==> config.mk <==
export PLATFORM = sky130hd
export DESIGN_NAME = siphash_keyed_hash
export DESIGN_NICKNAME = d
export VERILOG_FILES = /design/src/rtl/siphash_pkg.sv /design/src/rtl/siphash_round.sv /design/src/rtl/siphash_keyed_hash.sv
export SDC_FILE = /design/constraint.sdc
export NUM_CORES = 2
export LEC_CHECK = 0
export ABC_AREA = 1
export BUFFER_PORTS_ARGS = -buffer_cell sky130_fd_sc_hd__buf_2
export CORE_MARGIN = 2
export CORE_UTILIZATION = 35
export CTS_CLUSTER_SIZE = 16
export DETAILED_ROUTE_END_ITERATION = 7
export GPL_TIMING_DRIVEN = 0
export PLACE_DENSITY = 0.47
export SYNTH_ARGS = -nofsm -noshare
export SYNTH_HDL_FRONTEND = slang
export SYNTH_SLANG_ARGS = --single-unit
==> constraint.sdc <==
create_clock -name i_clk -period 22.3 [get_ports i_clk]
set_clock_uncertainty 0.05 [all_clocks]
set_input_delay 1.115 -clock i_clk [delete_from_list [all_inputs] [get_ports i_clk]]
set_output_delay 1.115 -clock i_clk [all_outputs]
set_load 0.02 [all_outputs]
==> src/rtl/siphash_pkg.sv <==
// shared types and constants for the keyed siphash block
// used by siphash_round and siphash_keyed_hash, no dependencies
package siphash_pkg;

    localparam int WORD_W = 64;
    localparam int COUNT_W = 4;
    localparam int LEN_W = 8;
    localparam int CFG_INDEX_W = 1;

    localparam int DEF_COMPRESS_ROUNDS = 2;
    localparam int DEF_FINAL_ROUNDS = 4;

    localparam logic [WORD_W-1:0] INIT_ZERO = 64'h736f6d6570736575;
    localparam logic [WORD_W-1:0] INIT_ONE = 64'h646f72616e646f6d;
    localparam logic [WORD_W-1:0] INIT_TWO = 64'h6c7967656e657261;
    localparam logic [WORD_W-1:0] INIT_THREE = 64'h7465646279746573;
    localparam logic [WORD_W-1:0] FINAL_MARK = 64'hff;
    localparam int LENGTH_SHIFT = 56;
    localparam logic [COUNT_W-1:0] FULL_COUNT = 4'd8;

    localparam logic [CFG_INDEX_W-1:0] CFG_KEY_LOW = 1'b0;
    localparam logic [CFG_INDEX_W-1:0] CFG_KEY_HIGH = 1'b1;

    typedef struct packed {
        logic [WORD_W-1:0] v0;
        logic [WORD_W-1:0] v1;
        logic [WORD_W-1:0] v2;
        logic [WORD_W-1:0] v3;
    } t_lanes;

endpackage

==> src/rtl/siphash_round.sv <==
// one siphash round over the four lanes, combinational
// depends on siphash_pkg for the lane struct
module siphash_round (
    input  siphash_pkg::t_lanes i_lanes,
    output siphash_pkg::t_lanes o_lanes
);

    logic [siphash_pkg::WORD_W-1:0] a0, a1, a2, a3;
    logic [siphash_pkg::WORD_W-1:0] b0, b1, b2, b3;

    always_comb begin
        // first half
        a0 = i_lanes.v0 + i_lanes.v1;
        a1 = {i_lanes.v1[50:0], i_lanes.v1[63:51]} ^ a0;
        a0 = {a0[31:0], a0[63:32]};
        a2 = i_lanes.v2 + i_lanes.v3;
        a3 = {i_lanes.v3[47:0], i_lanes.v3[63:48]} ^ a2;
        // second half
        b0 = a0 + a3;
        b3 = {a3[42:0], a3[63:43]} ^ b0;
        b2 = a2 + a1;
        b1 = {a1[46:0], a1[63:47]} ^ b2;
        b2 = {b2[31:0], b2[63:32]};
        o_lanes.v0 = b0;
        o_lanes.v1 = b1;
        o_lanes.v2 = b2;
        o_lanes.v3 = b3;
    end

endmodule

==> src/rtl/siphash_keyed_hash.sv <==
// Keyed SipHash (default 2-4) over 64-bit little-endian message words. One
// shared SipRound unit runs one round per cycle under a small sequencer.
// A word that is not last is taken in while idle, runs COMPRESS_ROUNDS rounds
// and returns to idle; the last item runs COMPRESS_ROUNDS rounds (short last
// word) or 2 * COMPRESS_ROUNDS (full last word, plus a length-only block), then
// FINAL_ROUNDS rounds of finalization, and the result register is loaded once
// the output register is free. o_in_ready is high only while the sequencer is
// idle. A finished hash sits in the output register while the next message is
// taken in. Key writes take effect at the next message start.
// depends on siphash_pkg and siphash_round
module siphash_keyed_hash #(
    parameter int COMPRESS_ROUNDS = siphash_pkg::DEF_COMPRESS_ROUNDS,
    parameter int FINAL_ROUNDS = siphash_pkg::DEF_FINAL_ROUNDS
) (
    input  logic                                  i_clk,
    input  logic                                  i_rst_n,
    input  logic                                  i_cfg_valid,
    output logic                                  o_cfg_ready,
    input  logic [siphash_pkg::CFG_INDEX_W-1:0]   i_cfg_index,
    input  logic [siphash_pkg::WORD_W-1:0]        i_cfg_data,
    input  logic                                  i_in_valid,
    output logic                                  o_in_ready,
    input  logic [siphash_pkg::WORD_W-1:0]        i_msg_word,
    input  logic [siphash_pkg::COUNT_W-1:0]       i_byte_count,
    input  logic                                  i_is_last,
    output logic                                  o_out_valid,
    input  logic                                  i_out_ready,
    output logic [siphash_pkg::WORD_W-1:0]        o_hash_value
);

    localparam int MAX_ROUNDS =
        (COMPRESS_ROUNDS > FINAL_ROUNDS) ? COMPRESS_ROUNDS : FINAL_ROUNDS;
    localparam int CNT_W = (MAX_ROUNDS > 1) ? $clog2(MAX_ROUNDS) : 1;
    localparam logic [CNT_W-1:0] COMP_LAST = CNT_W'(COMPRESS_ROUNDS - 1);
    localparam logic [CNT_W-1:0] FIN_LAST = CNT_W'(FINAL_ROUNDS - 1);

    typedef enum logic [1:0] {
        S_IDLE,
        S_COMP,
        S_FIN,
        S_DONE
    } t_state;

    t_state r_state, n_state;
    siphash_pkg::t_lanes r_lanes, n_lanes, w_rnd, w_base;
    logic [siphash_pkg::WORD_W-1:0] r_key_low, r_key_high;
    logic [siphash_pkg::WORD_W-1:0] r_block, n_block;
    logic [siphash_pkg::LEN_W-1:0] r_len, n_len;
    logic r_mid, n_mid;
    logic r_tail, n_tail;
    logic r_last, n_last;
    logic [CNT_W-1:0] r_cnt, n_cnt;
    logic r_out_valid, n_out_valid;
    logic [siphash_pkg::WORD_W-1:0] r_hash, n_hash;

    logic in_xfer;
    logic full_word;
    logic [siphash_pkg::LEN_W-1:0] len_base, len_next;
    logic [siphash_pkg::WORD_W-1:0] masked_word, len_block, new_block;

    siphash_round u_round (
        .i_lanes(r_lanes),
        .o_lanes(w_rnd)
    );

    assign o_cfg_ready = 1'b1;
    assign o_in_ready = (r_state == S_IDLE);
    assign o_out_valid = r_out_valid;
    assign o_hash_value = r_hash;
    assign in_xfer = i_in_valid && o_in_ready;

    always_comb begin
        // byte count only matters on the last item, above eight counts as eight
        full_word = !i_is_last || (i_byte_count >= siphash_pkg::FULL_COUNT);
        // length restarts at zero when a message opens
        len_base = r_mid ? r_len : '0;
        len_next = full_word ? len_base + 8'd8
                             : len_base + siphash_pkg::LEN_W'(i_byte_count);
        for (int b = 0; b < 8; b++) begin
            masked_word[8*b +: 8] = (siphash_pkg::COUNT_W'(b) < i_byte_count)
                                    ? i_msg_word[8*b +: 8] : 8'h00;
        end
        new_block = full_word ? i_msg_word
            : (masked_word | (siphash_pkg::WORD_W'(len_next) << siphash_pkg::LENGTH_SHIFT));
        len_block = siphash_pkg::WORD_W'(r_len) << siphash_pkg::LENGTH_SHIFT;

        if (r_mid) begin
            w_base = r_lanes;
        end else begin
            w_base.v0 = siphash_pkg::INIT_ZERO ^ r_key_low;
            w_base.v1 = siphash_pkg::INIT_ONE ^ r_key_high;
            w_base.v2 = siphash_pkg::INIT_TWO ^ r_key_low;
            w_base.v3 = siphash_pkg::INIT_THREE ^ r_key_high;
        end

        n_state = r_state;
        n_lanes = r_lanes;
        n_block = r_block;
        n_len = r_len;
        n_mid = r_mid;
        n_tail = r_tail;
        n_last = r_last;
        n_cnt = r_cnt;
        n_out_valid = r_out_valid && !i_out_ready;
        n_hash = r_hash;

        case (r_state)
            S_IDLE: begin
                if (in_xfer) begin
                    n_lanes = w_base;
                    n_lanes.v3 = w_base.v3 ^ new_block;
                    n_block = new_block;
                    n_len = len_next;
                    n_mid = 1'b1;
                    n_tail = i_is_last && full_word;
                    n_last = i_is_last;
                    n_cnt = '0;
                    n_state = S_COMP;
                end
            end
            S_COMP: begin
                n_lanes = w_rnd;
                if (r_cnt == COMP_LAST) begin
                    n_lanes.v0 = w_rnd.v0 ^ r_block;
                    n_cnt = '0;
                    if (r_tail) begin
                        // full last word: follow with a length-only block
                        n_lanes.v3 = w_rnd.v3 ^ len_block;
                        n_block = len_block;
                        n_tail = 1'b0;
                    end else if (r_last) begin
                        n_lanes.v2 = w_rnd.v2 ^ siphash_pkg::FINAL_MARK;
                        n_state = S_FIN;
                    end else begin
                        n_state = S_IDLE;
                    end
                end else begin
                    n_cnt = r_cnt + 1'b1;
                end
            end
            S_FIN: begin
                n_lanes = w_rnd;
                if (r_cnt == FIN_LAST) begin
                    n_state = S_DONE;
                end else begin
                    n_cnt = r_cnt + 1'b1;
                end
            end
            S_DONE: begin
                // wait until the output register is free
                if (!r_out_valid || i_out_ready) begin
                    n_out_valid = 1'b1;
                    n_hash = r_lanes.v0 ^ r_lanes.v1 ^ r_lanes.v2 ^ r_lanes.v3;
                    n_mid = 1'b0;
                    n_state = S_IDLE;
                end
            end
            default: begin
                n_state = S_IDLE;
            end
        endcase
    end

    always_ff @(posedge i_clk) begin
        if (!i_rst_n) begin
            r_state <= S_IDLE;
            r_mid <= 1'b0;
            r_len <= '0;
            r_tail <= 1'b0;
            r_last <= 1'b0;
            r_cnt <= '0;
            r_out_valid <= 1'b0;
            r_key_low <= '0;
            r_key_high <= '0;
        end else begin
            r_state <= n_state;
            r_mid <= n_mid;
            r_len <= n_len;
            r_tail <= n_tail;
            r_last <= n_last;
            r_cnt <= n_cnt;
            r_out_valid <= n_out_valid;
            if (i_cfg_valid && o_cfg_ready) begin
                case (i_cfg_index)
                    siphash_pkg::CFG_KEY_LOW: r_key_low <= i_cfg_data;
                    siphash_pkg::CFG_KEY_HIGH: r_key_high <= i_cfg_data;
                    default: ;
                endcase
            end
        end
        r_lanes <= n_lanes;
        r_block <= n_block;
        r_hash <= n_hash;
    end

`ifndef NO_ASSERTIONS
    a_xfer_starts_compress: assert property (@(posedge i_clk) disable iff (!i_rst_n)
        in_xfer |=> (r_state == S_COMP))
        else $error("accepted item did not start compression");

    a_tail_only_on_last: assert property (@(posedge i_clk) disable iff (!i_rst_n)
        r_tail |-> r_last)
        else $error("length block pending on an item that is not last");

    a_fin_count_bound: assert property (@(posedge i_clk) disable iff (!i_rst_n)
        (r_state == S_FIN) |-> (r_cnt <= FIN_LAST))
        else $error("finalization round count out of range");

    a_pending_hash_kept: assert property (@(posedge i_clk) disable iff (!i_rst_n)
        (r_out_valid && !i_out_ready) |=> (r_out_valid && $stable(r_hash)))
        else $error("pending hash overwritten");

    a_done_clears_mid: assert property (@(posedge i_clk) disable iff (!i_rst_n)
        (r_state == S_DONE && (!r_out_valid || i_out_ready)) |=> (!r_mid && r_out_valid))
        else $error("finished message not closed");
`endif

endmodule
==> results.cfg <==
[global_route]
grt_pass1_wl_um = 436000
grt_overflow = 0
grt_pass1_vias = 46400
grt_max_degree = 55
grt_usage = 0.504
antenna_found_initial = 52

[route]
via_count = 52800
first_pass_iters = 7
wire_per_inst_um = 39.9
wl_um = 344000
drt_iter0_drc = 9479
drc = 0
vias_per_cell = 6.12
route.antenna.remaining_nets = 0

[cts]
htreeDepth = 3
ctsHoldBuffers = 0
numCtsBuffers = 69
path_clk_slew_ps = 60
cts_root_buf = clkbuf_16
cts_resized = 0
postCtsSetupBuffers = 0
clk_latency_ps = 740
clock_sink_count = 528
clockBufferDepth = 3
tritoncts = done

[die]
die_h_um = 364
core_mm2 = 0.129
dieArea_mm2 = 0.133
boundaryPins = 206
rows = 132
start_util = 0.352
die_w_um = 364

[run_status]
status = finished with violations
failed_checks = max-capacitance violations, max-slew violations

[critical_path]
cpPeakStageDelay_ps = 1180
path_class = reg2reg
r2r_end = r_lanes[58]
slowest_stage = nor4_1
crit_arrival_ps = 10160
worst_setup_path_end_kind = register
crit_required_ps = 22680
r2r_slack_ps = 12520
cp_max_fo = 6
r2r_cells = 30
startpoint_type = register
crit_top_cell = nand2_1
r2r-start = r_lanes[16]

[logic_synthesis]
synth_edf_count = 384
synth_compound_area_frac = 0.178
synth_nets = 6925
synthCells = 6517
ys_seq_area_frac = 0.317
ys.flop_type = edfxtp_1
synth.cell_area_mm2 = 0.0454
synth_xor_area_frac = 0.0893
ys_ff_latch = 528
synthArstFlopShare = 0
yosys_warnings = 0
synthMuxAreaShare = 0
synthAdderAreaFrac = 0.0749
synth_cell_types = 69
synth_top_family_by_area = simple AND/OR/NAND/NOR gates
yosys.area_share.simple = 0.263
syn_avg_cell_area_um2 = 6.97

[sta]
slew_headroom = -0.190
worst_pin_slew_ps = 1770
whs_ps = 436
finalSetupViolations = 0
fin_crit_sh = 0.439
slew_violations = 64
rsz0062_at_grt = no
finalHoldViolations = 0
fmax_mhz = 102
min_period_ps = 9780

[placement]
place_congestion = 1.25
dp_hpwl_um = 301000
portBuffers = 203

[hold_path]
min-delay-start = r_key_high[47]
hold-path-endpoint = r_key_high[47]
hp-class = reg2reg
min_path_cells = 2

[finish]
area_growth_pct = 13.2
drive_gt1_frac = 0.0721
nNetsFinal = 7216

[run]
cap_violations = 14
## worst max-delay path, delay by kind of cell (launching register included)
kind                       cells  cell delay (ps)
adders and majority gates      2             1150
and+or+nand+nor               27             7190
buffers and inverters          1              440
DFF                            1              630
## layout by cell type, fill, tap and decap left out, types with 70 or more instances in the layout
master     netlist  routed
clkbuf_16        0      70
clkbuf_1       146     159
dfxtp_1        144     144
edfxtp_1       384     384
nor2_1         810     809
nand3_1        365     365
inv_1          729     729
o21ai_0        526     525
xnor2_1        147     147
nand2_1       1524    1524
a21oi_1        511     509
buf_2           16     219
ha_1           264     264
xor2_1         271     270
## registers in the layout (all words and copies together), names as in the netlist, named ones only
name / count
r_lanes: 256
r_state: 1
r_key_low: 64
r_tail: 1
r_len: 8
r_cnt: 2
r_block: 64
r_mid: 1
o_out_valid: 1
r_key_high: 64
o_hash_value: 64
r_last: 1
## Yosys cell counts, types with 59 or more instances
library cell     n  area share
a21oi_1        511       0.056
nor2_1         810       0.067
nand3_1        365       0.040
o22ai_1         59      0.0081
xor2_1         271       0.052
xnor2_1        147       0.028
ha_1           264       0.073
o21ai_0        526       0.058
edfxtp_1       384        0.25
inv_1          729       0.060
nand2_1       1524        0.13
clkbuf_1       146       0.012
dfxtp_1        144       0.063
## how the worst max path moves through the flow
stage	from	end	cells after the start
floorplan	i_in_valid	r_lanes[100]	4
detailed placement	r_lanes[5]	r_lanes[44]	21
global placement	i_in_valid	r_lanes[125]	5
finish	r_lanes[16]	r_lanes[58]	30
CTS	r_lanes[5]	r_lanes[44]	21
global route	r_lanes[16]	r_lanes[58]	30
## cell families after synthesis
group,count (synthesis)
AOI/OAI and AO/OA,1439
xor gates and xnor gates,440
adders and majority gates,269
buffers and inverters,926
DFF,528
other,1
and+or+nand+nor,2914
## through the flow
| step | setup TNS [ps] | util | setup WS, ps | instances | cell area [um^2] |
|---|---|---|---|---|---|
| final | 0 | 0.398 | 12520 | 8626 | 51400 |
| after global routing | 0 | 0.398 | 12990 | 8606 | 51400 |
| after CTS | 0 | 0.398 | 13540 | 8606 | 51400 |
| after detailed placement | 0 | 0.380 | 13580 | 8479 | 49000 |
| after global placement | -544910 | 0.377 | -2890 | 8462 | 48600 |
| after floorplan | 0 | - | 7970 | 6517 | 45400 |
## per-layer routing
| layer | routed length (um) | part of all wire | GRT usage | up-vias |
|---|---|---|---|---|
| met5 | 342 | 0.00099 | 0.00545 | - |
| met4 | 32300 | 0.094 | 0.387 | 36 |
| met3 | 51100 | 0.15 | 0.206 | 928 |
| met2 | 131000 | 0.38 | 0.685 | 4306 |
| met1 | 129000 | 0.38 | 0.627 | 25200 |
| li1 | - | - | - | 22400 |
## area by class of cell
| type | instances | area, um^2 |
|---|---|---|
| repair buffers | 220 | 1370 |
| flip-flops and latches | 528 | 14400 |
| multi-input cells | 5063 | 27600 |
| diodes | 20 | 50.0 |
| clock inverters | 31 | 422 |
| clock buffers | 96 | 1920 |
| plain buffers | 182 | 717 |
| inverters | 744 | 2790 |
| fillers | 14100 | 77700 |
| well taps | 1742 | 2180 |
Power is left out: the tool's default activity adds up to more than one toggle a clock period on the data nets, which glitch-free logic cannot reach.
